[src/cedd_pkg.sv]
// Shared constants, codes and the result record of the crate event word deframer.
package cedd_pkg;

  localparam int CRATES           = 4;
  localparam int CRATE_W          = 2;
  localparam int BUFFER_WORDS_MAX = 262144;
  localparam int SLOTS            = 23;
  localparam int POS_W            = 19;
  localparam int MASK_W           = 23;
  localparam int CNT_W            = 3;
  localparam int CFG_IDX_W        = 3;

  localparam logic [POS_W-1:0] POS_MAX     = {POS_W{1'b1}};
  localparam logic [POS_W-1:0] BUF_MAX_POS = POS_W'(BUFFER_WORDS_MAX);
  localparam logic [31:0]      TRAILER_WORD = 32'hff00_0000;

  // configuration register indexes
  localparam logic [CFG_IDX_W-1:0] CFG_CRATE_COUNT = 3'd0;
  localparam logic [CFG_IDX_W-1:0] CFG_EVENT_LIMIT = 3'd1;
  localparam logic [CFG_IDX_W-1:0] CFG_MASK0       = 3'd2;
  localparam logic [CFG_IDX_W-1:0] CFG_MASK3       = 3'd5;

  // result kinds
  localparam logic [1:0] KIND_HIT    = 2'd0;
  localparam logic [1:0] KIND_EVENT  = 2'd1;
  localparam logic [1:0] KIND_STATUS = 2'd2;

  // buffer status codes
  localparam logic [2:0] ST_CONTINUE = 3'd0;
  localparam logic [2:0] ST_DONE     = 3'd1;
  localparam logic [2:0] ST_SERIAL   = 3'd2;
  localparam logic [2:0] ST_LARGE    = 3'd3;
  localparam logic [2:0] ST_SHORT    = 3'd4;
  localparam logic [2:0] ST_OVERRUN  = 3'd5;
  localparam logic [2:0] ST_LIMIT    = 3'd6;

  // block phase codes
  localparam logic [1:0] PH_HEADER  = 2'd0;
  localparam logic [1:0] PH_DATA    = 2'd1;
  localparam logic [1:0] PH_TRAILER = 2'd2;

  typedef struct packed {
    logic [1:0]  kind;
    logic [1:0]  crate_id;
    logic [4:0]  module_id;
    logic [7:0]  subaddress;
    logic [15:0] hit_value;
    logic [31:0] event_id;
    logic        event_good;
    logic [2:0]  status;
    logic        last;
  } result_t;

  // results written by one input transfer
  typedef struct packed {
    logic [1:0] num;
    result_t    first;
    result_t    second;
  } push_t;

endpackage

[src/cedd_in_if.sv]
// Input channel: buffer starts and stream words.
interface cedd_in_if;
  logic        valid;
  logic        ready;
  logic        func;
  logic [1:0]  crate_sel;
  logic [18:0] buffer_words;
  logic [31:0] word;

  modport source (output valid, output func, output crate_sel, output buffer_words,
                  output word, input ready);
  modport sink (input valid, input func, input crate_sel, input buffer_words,
                input word, output ready);
endinterface

[src/cedd_out_if.sv]
// Output channel: hits, event ends and buffer status.
interface cedd_out_if;
  logic        valid;
  logic        ready;
  logic [1:0]  kind;
  logic [1:0]  crate_id;
  logic [4:0]  module_id;
  logic [7:0]  subaddress;
  logic [15:0] hit_value;
  logic [31:0] event_id;
  logic        event_good;
  logic [2:0]  status;
  logic        last;

  modport source (output valid, output kind, output crate_id, output module_id,
                  output subaddress, output hit_value, output event_id,
                  output event_good, output status, output last, input ready);
  modport sink (input valid, input kind, input crate_id, input module_id,
                input subaddress, input hit_value, input event_id,
                input event_good, input status, input last, output ready);
endinterface

[src/cedd_res_fifo.sv]
// Four-entry result queue that takes up to two results per cycle.
module cedd_res_fifo import cedd_pkg::*; (
  input  logic    clk_i,
  input  logic    rst_ni,
  input  push_t   push_i,
  output logic    room_o,
  output logic    valid_o,
  input  logic    ready_i,
  output result_t data_o
);

  result_t    mem_q [4];
  logic [1:0] wr_ptr_q, wr_ptr_d;
  logic [1:0] rd_ptr_q, rd_ptr_d;
  logic [2:0] cnt_q, cnt_d;
  logic       pop;

  assign valid_o = (cnt_q != 3'd0);
  assign data_o  = mem_q[rd_ptr_q];
  assign room_o  = (cnt_q <= 3'd2);
  assign pop     = valid_o & ready_i;

  always_comb begin
    wr_ptr_d = wr_ptr_q + push_i.num;
    rd_ptr_d = rd_ptr_q + {1'b0, pop};
    cnt_d    = cnt_q + {1'b0, push_i.num} - {2'b0, pop};
  end

  always_ff @(posedge clk_i or negedge rst_ni) begin
    if (!rst_ni) begin
      wr_ptr_q <= 2'd0;
      rd_ptr_q <= 2'd0;
      cnt_q    <= 3'd0;
    end else begin
      wr_ptr_q <= wr_ptr_d;
      rd_ptr_q <= rd_ptr_d;
      cnt_q    <= cnt_d;
    end
  end

  always_ff @(posedge clk_i) begin
    if (push_i.num != 2'd0) begin
      mem_q[wr_ptr_q] <= push_i.first;
    end
    if (push_i.num == 2'd2) begin
      mem_q[wr_ptr_q + 2'd1] <= push_i.second;
    end
  end

endmodule

[src/crate_event_word_deframer.sv]
// Top level: rebuilds events from per-crate block streams and decodes hits.
//
//  channel  | dir | carries                                      | transfer
//  ---------+-----+----------------------------------------------+-------------------
//  in_i     | in  | func, crate_sel, buffer_words, word          | valid & ready
//  out_o    | out | kind, crate_id, module_id, subaddress, ...   | valid & ready
//  cfg      | in  | cfg_we_i, cfg_idx_i, cfg_data_i              | cfg_we_i high
//
// Each input transfer is decoded in the cycle it is taken and its zero, one or two
// results land in a four-entry result queue; a new input can be taken in the next cycle while the queue has room.
// One input per cycle is sustained while results drain; an input that yields two
// results leaves them on the output port one after the other. in_i.ready is high while the queue
// holds at most two entries, so a stalled output fills the queue and then holds input.
// Reset clears all per-crate and event state, sets the event number to 1 and leaves the queue empty.
module crate_event_word_deframer import cedd_pkg::*; (
  input  logic                 clk_i,
  input  logic                 rst_ni,
  cedd_in_if.sink              in_i,
  cedd_out_if.source           out_o,
  input  logic                 cfg_we_i,
  input  logic [CFG_IDX_W-1:0] cfg_idx_i,
  input  logic [31:0]          cfg_data_i
);

  // configuration
  logic [2:0]        crate_count_q;
  logic [31:0]       event_limit_q;
  logic [MASK_W-1:0] short_mask_q [4];

  // per-crate state
  logic [POS_W-1:0] blen_q [CRATES];
  logic [POS_W-1:0] blen_d [CRATES];
  logic [POS_W-1:0] rpos_q [CRATES];
  logic [POS_W-1:0] rpos_d [CRATES];
  logic [15:0]      pser_q [CRATES];
  logic [15:0]      pser_d [CRATES];
  logic             psv_q  [CRATES];
  logic             psv_d  [CRATES];

  // event state
  logic [CRATE_W-1:0] cur_q, cur_d;
  logic [1:0]         phase_q, phase_d;
  logic [15:0]        wleft_q, wleft_d;
  logic [POS_W-1:0]   ewc_q, ewc_d;
  logic               tmiss_q, tmiss_d;
  logic [31:0]        evcnt_q, evcnt_d;
  logic               aborted_q, aborted_d;
  logic               stopped_q, stopped_d;

  logic    in_fire;
  logic    room;
  push_t   push;
  result_t out_data;

  cedd_res_fifo u_res_fifo (
    .clk_i   (clk_i),
    .rst_ni  (rst_ni),
    .push_i  (push),
    .room_o  (room),
    .valid_o (out_o.valid),
    .ready_i (out_o.ready),
    .data_o  (out_data)
  );

  assign in_i.ready = room;
  assign in_fire    = in_i.valid & room;

  assign out_o.kind       = out_data.kind;
  assign out_o.crate_id   = out_data.crate_id;
  assign out_o.module_id  = out_data.module_id;
  assign out_o.subaddress = out_data.subaddress;
  assign out_o.hit_value  = out_data.hit_value;
  assign out_o.event_id   = out_data.event_id;
  assign out_o.event_good = out_data.event_good;
  assign out_o.status     = out_data.status;
  assign out_o.last       = out_data.last;

  // decode and state update
  logic [2:0]        n_act;
  logic [15:0]       serial, nword;
  logic [4:0]        modn;
  logic [31:0]       mask_sel;
  logic              short_l;
  logic              block_end;
  logic              tm_new;
  logic [POS_W-1:0]  ewc_n;
  logic [POS_W-1:0]  len;
  logic              all_eq, any_eq, any_over;
  logic [2:0]        st;
  logic              good;

  always_comb begin
    blen_d    = blen_q;
    rpos_d    = rpos_q;
    pser_d    = pser_q;
    psv_d     = psv_q;
    cur_d     = cur_q;
    phase_d   = phase_q;
    wleft_d   = wleft_q;
    ewc_d     = ewc_q;
    tmiss_d   = tmiss_q;
    evcnt_d   = evcnt_q;
    aborted_d = aborted_q;
    stopped_d = stopped_q;
    push      = '0;
    block_end = 1'b0;
    tm_new    = 1'b0;
    all_eq    = 1'b1;
    any_eq    = 1'b0;
    any_over  = 1'b0;
    st        = ST_CONTINUE;
    good      = 1'b0;
    ewc_n     = ewc_q;

    if (crate_count_q == 3'd0) begin
      n_act = 3'd1;
    end else if (int'(crate_count_q) > CRATES) begin
      n_act = 3'(CRATES);
    end else begin
      n_act = crate_count_q;
    end

    serial   = in_i.word[31:16];
    nword    = in_i.word[15:0];
    modn     = in_i.word[31:27];
    mask_sel = {{(32-MASK_W){1'b0}}, short_mask_q[cur_q]};
    short_l  = (modn != 5'd0) && (int'(modn) <= SLOTS) && mask_sel[modn - 5'd1];
    len      = (in_i.buffer_words > BUF_MAX_POS) ? BUF_MAX_POS : in_i.buffer_words;

    if (in_fire && !stopped_q) begin
      if (!in_i.func) begin
        if (int'(in_i.crate_sel) < CRATES) begin
          blen_d[in_i.crate_sel] = len;
          rpos_d[in_i.crate_sel] = '0;
          psv_d[in_i.crate_sel]  = 1'b0;
          aborted_d = 1'b0;
          cur_d     = '0;
          phase_d   = PH_HEADER;
          wleft_d   = '0;
          ewc_d     = '0;
          tmiss_d   = 1'b0;
        end
      end else if (!aborted_q) begin
        if (rpos_q[cur_q] != POS_MAX) begin
          rpos_d[cur_q] = rpos_q[cur_q] + POS_W'(1);
        end
        case (phase_q)
          PH_HEADER: begin
            if (psv_q[cur_q] && (pser_q[cur_q] < serial) &&
                (pser_q[cur_q] + 16'd1 != serial)) begin
              aborted_d          = 1'b1;
              push.num           = 2'd1;
              push.first.kind    = KIND_STATUS;
              push.first.status  = ST_SERIAL;
              push.first.last    = 1'b1;
            end else begin
              pser_d[cur_q] = serial;
              psv_d[cur_q]  = 1'b1;
              if (nword == 16'd0) begin
                block_end = 1'b1;
              end else begin
                wleft_d = nword - 16'd1;
                phase_d = (nword == 16'd1) ? PH_TRAILER : PH_DATA;
              end
            end
          end
          PH_DATA: begin
            if (ewc_q <= BUF_MAX_POS) begin
              ewc_n = ewc_q + POS_W'(1);
            end
            ewc_d = ewc_n;
            push.num        = 2'd1;
            push.first.last = 1'b1;
            if (ewc_n > BUF_MAX_POS) begin
              aborted_d         = 1'b1;
              push.first.kind   = KIND_STATUS;
              push.first.status = ST_LARGE;
            end else begin
              push.first.kind      = KIND_HIT;
              push.first.crate_id  = cur_q;
              push.first.module_id = modn;
              push.first.event_id  = evcnt_q;
              if (short_l) begin
                push.first.subaddress = {3'b0, in_i.word[15:11]};
                push.first.hit_value  = {5'b0, in_i.word[10:0]};
              end else begin
                push.first.subaddress = in_i.word[23:16];
                push.first.hit_value  = in_i.word[15:0];
              end
              if (wleft_q > 16'd0) begin
                wleft_d = wleft_q - 16'd1;
              end
              if (wleft_q <= 16'd1) begin
                phase_d = PH_TRAILER;
              end
            end
          end
          default: begin
            block_end = 1'b1;
          end
        endcase

        if (block_end) begin
          tm_new  = tmiss_q | (in_i.word != TRAILER_WORD);
          phase_d = PH_HEADER;
          if ({1'b0, cur_q} + 3'd1 < n_act) begin
            cur_d   = cur_q + CRATE_W'(1);
            tmiss_d = tm_new;
          end else begin
            good    = ~tm_new;
            cur_d   = '0;
            ewc_d   = '0;
            tmiss_d = 1'b0;
            push.num              = 2'd2;
            push.first.kind       = KIND_EVENT;
            push.first.event_id   = evcnt_q;
            push.first.event_good = good;
            push.second.kind      = KIND_STATUS;
            push.second.last      = 1'b1;
            if (good && (event_limit_q != 32'd0) && (evcnt_q >= event_limit_q)) begin
              stopped_d          = 1'b1;
              push.second.status = ST_LIMIT;
            end else begin
              if (evcnt_q != '1) begin
                evcnt_d = evcnt_q + 32'd1;
              end
              // compare read positions of the active crates against their lengths
              for (int i = 0; i < CRATES; i++) begin
                if (i < int'(n_act)) begin
                  if (rpos_d[i] == blen_q[i]) begin
                    any_eq = 1'b1;
                  end else begin
                    all_eq = 1'b0;
                  end
                  if (rpos_d[i] > blen_q[i]) begin
                    any_over = 1'b1;
                  end
                end
              end
              if (all_eq) begin
                st = ST_DONE;
              end else if (any_eq) begin
                st = ST_SHORT;
              end else if (any_over) begin
                st = ST_OVERRUN;
              end else begin
                st = ST_CONTINUE;
              end
              if (st != ST_CONTINUE) begin
                aborted_d = 1'b1;
              end
              push.second.status = st;
            end
          end
        end
      end
    end
  end

  always_ff @(posedge clk_i or negedge rst_ni) begin
    if (!rst_ni) begin
      crate_count_q <= 3'(CRATES);
      event_limit_q <= '0;
      for (int i = 0; i < 4; i++) begin
        short_mask_q[i] <= '0;
      end
    end else if (cfg_we_i) begin
      case (cfg_idx_i)
        CFG_CRATE_COUNT: crate_count_q <= cfg_data_i[2:0];
        CFG_EVENT_LIMIT: event_limit_q <= cfg_data_i;
        default: begin
          if (cfg_idx_i >= CFG_MASK0 && cfg_idx_i <= CFG_MASK3) begin
            short_mask_q[2'(cfg_idx_i - CFG_MASK0)] <= cfg_data_i[MASK_W-1:0];
          end
        end
      endcase
    end
  end

  always_ff @(posedge clk_i or negedge rst_ni) begin
    if (!rst_ni) begin
      for (int i = 0; i < CRATES; i++) begin
        blen_q[i] <= '0;
        rpos_q[i] <= '0;
        pser_q[i] <= '0;
        psv_q[i]  <= 1'b0;
      end
      cur_q     <= '0;
      phase_q   <= PH_HEADER;
      wleft_q   <= '0;
      ewc_q     <= '0;
      tmiss_q   <= 1'b0;
      evcnt_q   <= 32'd1;
      aborted_q <= 1'b0;
      stopped_q <= 1'b0;
    end else begin
      blen_q    <= blen_d;
      rpos_q    <= rpos_d;
      pser_q    <= pser_d;
      psv_q     <= psv_d;
      cur_q     <= cur_d;
      phase_q   <= phase_d;
      wleft_q   <= wleft_d;
      ewc_q     <= ewc_d;
      tmiss_q   <= tmiss_d;
      evcnt_q   <= evcnt_d;
      aborted_q <= aborted_d;
      stopped_q <= stopped_d;
    end
  end

endmodule

[src/flat_wrapper.sv]
// flat-port wrapper written by rule: the top's interface ports become plain ports
module crate_event_word_deframer_flat import cedd_pkg::*;
  (clk_i, rst_ni, cfg_we_i, cfg_idx_i, cfg_data_i, in_i_valid, in_i_func, in_i_crate_sel, in_i_buffer_words, in_i_word, in_i_ready, out_o_valid, out_o_kind, out_o_crate_id, out_o_module_id, out_o_subaddress, out_o_hit_value, out_o_event_id, out_o_event_good, out_o_status, out_o_last, out_o_ready);
  cedd_in_if in_i_i ();
  cedd_out_if out_o_i ();
  input  logic clk_i;
  input  logic rst_ni;
  input  logic cfg_we_i;
  input  logic [CFG_IDX_W-1:0] cfg_idx_i;
  input  logic [31:0] cfg_data_i;
  input wire logic [$bits(in_i_i.valid)-1:0] in_i_valid;
  input wire logic [$bits(in_i_i.func)-1:0] in_i_func;
  input wire logic [$bits(in_i_i.crate_sel)-1:0] in_i_crate_sel;
  input wire logic [$bits(in_i_i.buffer_words)-1:0] in_i_buffer_words;
  input wire logic [$bits(in_i_i.word)-1:0] in_i_word;
  output wire logic [$bits(in_i_i.ready)-1:0] in_i_ready;
  output wire logic [$bits(out_o_i.valid)-1:0] out_o_valid;
  output wire logic [$bits(out_o_i.kind)-1:0] out_o_kind;
  output wire logic [$bits(out_o_i.crate_id)-1:0] out_o_crate_id;
  output wire logic [$bits(out_o_i.module_id)-1:0] out_o_module_id;
  output wire logic [$bits(out_o_i.subaddress)-1:0] out_o_subaddress;
  output wire logic [$bits(out_o_i.hit_value)-1:0] out_o_hit_value;
  output wire logic [$bits(out_o_i.event_id)-1:0] out_o_event_id;
  output wire logic [$bits(out_o_i.event_good)-1:0] out_o_event_good;
  output wire logic [$bits(out_o_i.status)-1:0] out_o_status;
  output wire logic [$bits(out_o_i.last)-1:0] out_o_last;
  input wire logic [$bits(out_o_i.ready)-1:0] out_o_ready;
  assign in_i_i.valid = in_i_valid;
  assign in_i_i.func = in_i_func;
  assign in_i_i.crate_sel = in_i_crate_sel;
  assign in_i_i.buffer_words = in_i_buffer_words;
  assign in_i_i.word = in_i_word;
  assign in_i_ready = in_i_i.ready;
  assign out_o_valid = out_o_i.valid;
  assign out_o_kind = out_o_i.kind;
  assign out_o_crate_id = out_o_i.crate_id;
  assign out_o_module_id = out_o_i.module_id;
  assign out_o_subaddress = out_o_i.subaddress;
  assign out_o_hit_value = out_o_i.hit_value;
  assign out_o_event_id = out_o_i.event_id;
  assign out_o_event_good = out_o_i.event_good;
  assign out_o_status = out_o_i.status;
  assign out_o_last = out_o_i.last;
  assign out_o_i.ready = out_o_ready;
  crate_event_word_deframer u_core (.clk_i(clk_i), .rst_ni(rst_ni), .in_i(in_i_i), .out_o(out_o_i), .cfg_we_i(cfg_we_i), .cfg_idx_i(cfg_idx_i), .cfg_data_i(cfg_data_i));
endmodule
[config.mk]
export PLATFORM = sky130hd
export DESIGN_NAME = crate_event_word_deframer_flat
export DESIGN_NICKNAME = d
export VERILOG_FILES = /design/src/cedd_pkg.sv /design/src/cedd_in_if.sv /design/src/cedd_out_if.sv /design/src/cedd_res_fifo.sv /design/src/crate_event_word_deframer.sv /design/src/flat_wrapper.sv
export SDC_FILE = /design/constraint.sdc
export NUM_CORES = 2
export LEC_CHECK = 0
export BUFFER_PORTS_ARGS = -buffer_cell sky130_fd_sc_hd__buf_2
export CAP_MARGIN = 40
export CORE_UTILIZATION = 62
export CTS_CLUSTER_SIZE = 20
export DETAILED_ROUTE_END_ITERATION = 10
export HOLD_SLACK_MARGIN = 0.02
export PLACE_DENSITY = 0.8
export SYNTH_ARGS = -nofsm -noshare
export SYNTH_HDL_FRONTEND = slang
export SYNTH_SLANG_ARGS = --single-unit
export TNS_END_PERCENT = 20
[constraint.sdc]
create_clock -name clk_i -period 6.7 [get_ports clk_i]
set_input_delay 1.34 -clock clk_i [delete_from_list [all_inputs] [get_ports clk_i]]
set_output_delay 1.34 -clock clk_i [all_outputs]
set_load 0.05 [all_outputs]
**Yosys cells after proc, flatten, opt, wreduce, memory -nomap -nowiden**

Memories as Yosys holds them, arrays and structs flattened.
Cells that the tools add are included.

- Reduce and logical (&&, ||, !) cells: 34
- $add $sub $neg: 15
- Bitwise logic cells: 18
- Multiplexer cells: 170
- Eq/ne operators: 26
- $lt $le $gt $ge: 28

Operators by type and width:

| operator | number |
|---|---|
| two-way mux 76 bit | 6 |
| two-way mux 19 bit | 15 |
| two-way mux 74 bit | 3 |
| bitwise mux 76 bit | 2 |
| two-way mux 16 bit | 9 |
| two-way mux 63 bit | 2 |
| bitwise mux 92 bit | 1 |
| AND 76 bit | 1 |
| demux 19 bit (select 2 bit) | 2 |
| == test 19 bit | 4 |
| > comparator 19 bit | 4 |
| NOT 76 bit | 1 |
| two-way mux 23 bit | 3 |
| two-way mux 1 bit | 67 |
| two-way mux 33 bit | 2 |
| bitwise mux 64 bit | 1 |
| != test 32 bit, second input constant | 2 |
| binary-select mux 23 bit (select 2 bit) | 1 |
| demux 23 bit (select 2 bit) | 1 |
| two-way mux 4 bit | 11 |
| two-way mux 3 bit | 14 |
| adder 19 x 1 -> 19 bit, second input constant | 2 |
| binary-select mux 19 bit (select 2 bit) | 1 |
| > comparator 19 bit, second input constant | 2 |
| other kinds (76) | 134 |

- Input bits: 94
- Logic and storage cells: 325
- Memories kept: 1
- Bits in writable memories: 280
- Output and inout port bits: 72
- Bits in registers: 428

Memories:

| name | depth | width | rd ports | clocked after Yosys merged registers in | wr ports | line | RTL |
|---|---|---|---|---|---|---|---|
| u_core.u_res_fifo.mem_q | 4 | 70 | 1 | 0 | 2 | cedd_res_fifo.sv:12 | `result_t mem_q [4];` |

**Depth between registers and ports, before layout**

- Word-level depth: 41
- Depth in mapped cells: 27
- Mapped depth without buffers: 20

**By module**

Synthesis repeated with hierarchy kept, for this count alone.

- Cell total of the unflattened synthesis: 3239
- Area total of the unflattened synthesis: 38414.3 um2

Modules (own cells, without submodules):

| module | sequential area each (um2) | cells each | times used | area each (um2) |
|---|---|---|---|---|
| crate_event_word_deframer | 10537.6 | 2523 | 1 | 24552.3 |
| cedd_res_fifo | 8583.2 | 716 | 1 | 13862.0 |

**Worst setup path before layout**

OpenSTA, ideal clock, no wires.

- Kind: reg-to-reg
- Start: register u_core.cur_q[0]
- End: memory u_core.u_res_fifo.mem_q[1][1] (netlist name) (data pin)
- Setup slack: 0.740 ns
- Library setup time: 0.270 ns
- Buffers on the path: 7
- Arrival time: 5.690 ns
- Period minus slack after synthesis: 5.960 ns
- Stages on the path, launching flop included: 28
- Required time: 6.430 ns
- Path through: dfrtp_1 > buf_6 > buf_8 > buf_6 > buf_4 > buf_1 > mux4_2 > ha_1 > nand3_1 > nor2_1 > and3_1 > nand2_1 > nand2_1 > buf_2 > buf_2 > nand2_1 > o21ai_0 > ha_1 > nand4_1 > or2_2 > nor4_1 > nand2b_1 > nor3b_1 > nor3_1 > and3b_1 > a31oi_1 > o21ai_0 > o22ai_1

RTL lines:

| item | line | RTL |
|---|---|---|
| from (decl) | crate_event_word_deframer.sv:41 | `logic [CRATE_W-1:0] cur_q, cur_d;` |
| from (signal assigned) | crate_event_word_deframer.sv:301 | `cur_q <= cur_d;` |
| to (decl) | cedd_res_fifo.sv:12 |  |

==> parameters.txt <==
Parameter                              Value

Status
  Status    complete, no violations

Detailed routing
  Post-detailed-route via-to-cell ratio    6.422
  Count of routing violations after the opening detailed-route iteration    2546
  Total length of routed met2 wires    46570 um
  M1 WL    40050 um
  Met3 wire len    7640 um
  Total number of vias    28335
  Average wire per standard cell    22.31 um
  DRC    0
  Post-detailed-routing wire length    98430 um
  Antenna viol nets, final    0
  Detailed Routing Iterations Pass 1    6
  Topmost layer with routed signal wires    met5

Global routing
  Pin count of the biggest net entering global routing    136
  Global-route wire length before repair    157000 um
  Global routing usage summed across all routing layers    33.30%
  Number of antenna violations at the first check in global routing    5
  Vias in the first global route    28338
  Global-route congestion overflow total    0

Worst setup path
  Delay of the slowest cell on the worst path    680 ps
  Worst Setup End Kind    flip-flop
  Arrival time at the worst endpoint    6390 ps
  Most numerous cell on the critical path    sky130_fd_sc_hd__nand2_1
  Required time of the critical path    7050 ps
  Critical setup path kind    reg -> reg
  Cell Chain, Critical Path    mux4_2, ha_1, nand3_1, nor2_1, and3_1, nand2_1, nand2_1, buf_4, nand2_1, o21ai_0, ha_1, nand4_1, or2_2, nor4_1, nand2b_1, nor3b_1, nor3_1, and3b_1, a31oi_1, o21ai_1, o22ai_1
  Max FO, Critical Path    20
  Cell with the biggest individual delay on the critical path    sky130_fd_sc_hd__dfrtp_4
  Setup crit start kind    flip-flop

Power and ir drop
  Overall power of the completed layout    15400 uW
  Switching fraction of total power    36.32%
  Internal power component    9804 uW
  Power Density    376.4 mW/mm^2
  Sequential Power Share    37.1%
  Leakage power figure    0.01876 uW
  Clock power frac    28.0%
  Part of the power in combinational logic    34.9%
  Switching power    5593 uW
  Max IR drop VDD    0.0003081 V

Die
  Area of the die    0.06004 sq mm
  I/O pin cnt    166
  Placeable Area    0.05803 sq mm
  Vertical extent of the die    245.0 um
  Horizontal extent of the die    245.0 um
  Effective utilization at floorplan    63.11%
  Number of placement rows    88

Finish
  Most common cell after layout, fill and taps aside    sky130_fd_sc_hd__nand2_1
  Number of filler cells placed in the layout    4054
  Area added between synthesis and finish    11.70%
  Area of all placed cells without fillers    0.04090 sq mm
  Register area    0.01653 sq mm
  Final net count    3830
  Multi-input logic area    0.01875 sq mm
  Layout cells sized above 1    19.38%
  Commonest cells after routing, fill and taps aside    sky130_fd_sc_hd__nand2_1 (626), sky130_fd_sc_hd__dfrtp_1 (422), sky130_fd_sc_hd__dfxtp_1 (260)

Logic synthesis
  Post-Syn Nets    3730
  Cell variety after synth    84
  Post-synthesis async set-or-reset flop share    60.45%
  Mean Syn Cell Area    10.50 sq um
  Most used flip-flop cell after synthesis    sky130_fd_sc_hd__dfrtp_1
  Number of flip-flops and latches in the synthesized netlist    708
  Main area contributors after synthesis    sky130_fd_sc_hd__dfrtp_1 (29%), sky130_fd_sc_hd__dfxtp_1 (14%), sky130_fd_sc_hd__mux4_2 (8.2%)
  Register area share after synthesis    45.11%
  Post-Syn Instances    3489
  Syn Std Cell Area    0.03662 sq mm
  Total of warnings raised by yosys    0
  Share of the synthesized area in the top cell type    29.11%
  Largest area contributor in the synthesized netlist    sky130_fd_sc_hd__dfrtp_1
  Number of synthesized flops with an enable pin    20

CTS
  Clock sink total    708
  Cts-stage hold buffer count    0
  Clock latency of the later-clocked register in the worst-skew pair    640 ps
  Clock tree root buffer cell    sky130_fd_sc_hd__clkbuf_16
  Clock-pin slew on the worst setup and hold paths    60 ps
  Number of buffers on the longest clock path    3
  Number of buffers inserted during clock tree synthesis    75
  TritonCTS clock tree    built
  Deepest level of the CTS H-tree    3

Timing
  Tcrit/Tclk final    90.14%
  Number of hold-slack violations in the final timing report    0
  Transition at the pin with the smallest max-transition slack    917.9 ps
  Slew headroom    38.63%
  Final setup violation count    0
  Setup repair after global routing missed its margin    false
  Post-route setup slack    660.3 ps
  Clock skew    27.77 ps
  Fmax achieved    0.1656 GHz
  Summed negative setup slack over all endpoints    0 ps
  Minimum period implied by the final worst setup slack    6040 ps
  Count of final max-slew check failures    0
  Final-layout worst hold slack    456.8 ps

Hold path
  Worst min-delay path category    reg -> reg

Place
  Hpwl dp    66590 um
  Port Buffers    165
  Cell area after placement    0.03832 sq mm
  Setup slack at placement    407.9 ps
  Placer congestion estimate    0.9608

Flow run
  Number of max-cap violations    0
-- critical path, delay by kind of cell, from the launching register on --
family / cells / cell delay [ps]
buffers and inverters: 1 / 330
flip-flops: 1 / 680
adder cells (fa/ha/maj): 2 / 600
AO/OA/AOI/OAI: 4 / 700
AND/OR/NAND/NOR: 13 / 2770
multiplexers: 1 / 660
-- flip-flops by register name, indices dropped and copies added, names as in the netlist --
name	cells
u_core.cur_q	2
u_core.aborted_q	1
u_core.psv_q	4
u_core.u_res_fifo.cnt_q	3
u_core.u_res_fifo.wr_ptr_q	2
u_core.crate_count_q	3
u_core.pser_q	64
u_core.short_mask_q	92
u_core.wleft_q	16
u_core.phase_q	2
u_core.u_res_fifo.mem_q	280
u_core.blen_q	76
u_core.tmiss_q	1
u_core.stopped_q	1
u_core.rpos_q	76
u_core.ewc_q	19
u_core.u_res_fifo.rd_ptr_q	2
u_core.evcnt_q	32
u_core.event_limit_q	32
-- worst paths after layout --
| path | startpoint | to | slack [ps] | cells after the start |
|---|---|---|---|---|
| max | u_core.cur_q[0] | u_core.u_res_fifo.mem_q[3][1] | 660 | 21 |
| min | u_core.u_res_fifo.mem_q[2][42] | u_core.u_res_fifo.mem_q[2][42] | 460 | 2 |
| max reg2reg | u_core.cur_q[0] | u_core.u_res_fifo.mem_q[3][1] | 660 | 21 |
| min reg2reg | u_core.u_res_fifo.mem_q[2][42] | u_core.u_res_fifo.mem_q[2][42] | 460 | 2 |
| max in group asynchronous | rst_ni | u_core.u_res_fifo.rd_ptr_q[0] | 4710 | 2 |
| min in group asynchronous | rst_ni | u_core.blen_q[10] | 740 | 1 |
-- power by group through the flow --
stage               sequential [uW]  clock [uW]  combinational (uW)
floorplan                      5450           0                4030
global placement               5850           0                4950
detailed placement             5780           0                5230
CTS                            5710        4350                5280
global route                   5810        4520                5830
finish                         5710        4320                5370
-- routing by layer --
layer,vias up,GRT usage (%)
met5,-,0
met3,283,5.664
met1,14043,44.43
met2,1275,53.56
met4,6,14.69
li1,12728,-
-- cell families (layout without fill, tap and decap cells) --
logic type	Yosys count	in the layout	share of synthesized area, %
buffers and inverters	359	513	4.042
AO/OA/AOI/OAI	595	595	10.38
other	0	4	0
XOR/XNOR	96	96	2.296
AND/OR/NAND/NOR	1037	1037	13.00
adder cells (fa/ha/maj)	147	147	5.043
multiplexers	547	547	20.13
flip-flops	708	708	45.11
-- per-stage QoR --
step                      utilization, %  cells
after global placement             65.63   4260
final                              70.49   4412
after detailed placement           66.04   4276
after CTS                          70.43   4407
after floorplan                        -   3489
after global routing               70.48   4410
-- synthesized netlist by cell type, drive strengths merged (11+ instances only) --
cell type,instances
a21o,44
nand4,58
o2bb2ai,82
nand3,57
mux2,175
edfxtp,20
nor3,38
nor4,40
o21a,18
inv,151
xor2,33
nor2b,21
dfxtp,260
nand2,627
xnor2,63
o22ai,34
a31oi,15
buf,78
dfrtp,426
a21oi,82
mux4,134
clkbuf,129
and3,28
and4,11
o21ai,245
mux2i,238
nand2b,13
and2,13
nor2,86
ha,146
a22o,11
-- layout make-up --
| class | instances | area share, % |
|---|---|---|
| inverters | 152 | 1.401 |
| flip-flops and latches | 708 | 40.42 |
| diodes | 4 | 0.02447 |
| clock inverters | 29 | 0.9483 |
| well taps | 765 | 2.340 |
| repair buffers | 230 | 3.744 |
| clock buffers | 102 | 5.283 |
| multi-input cells | 2422 | 45.84 |
-- timing repair --
action	4_1_cts	5_1_grt
resized for setup	0	2
hold endpoints to repair	0	0
endpoints found under the setup margin	0	4
setup buffers	0	1
Power figures use the tool's default switching activity.
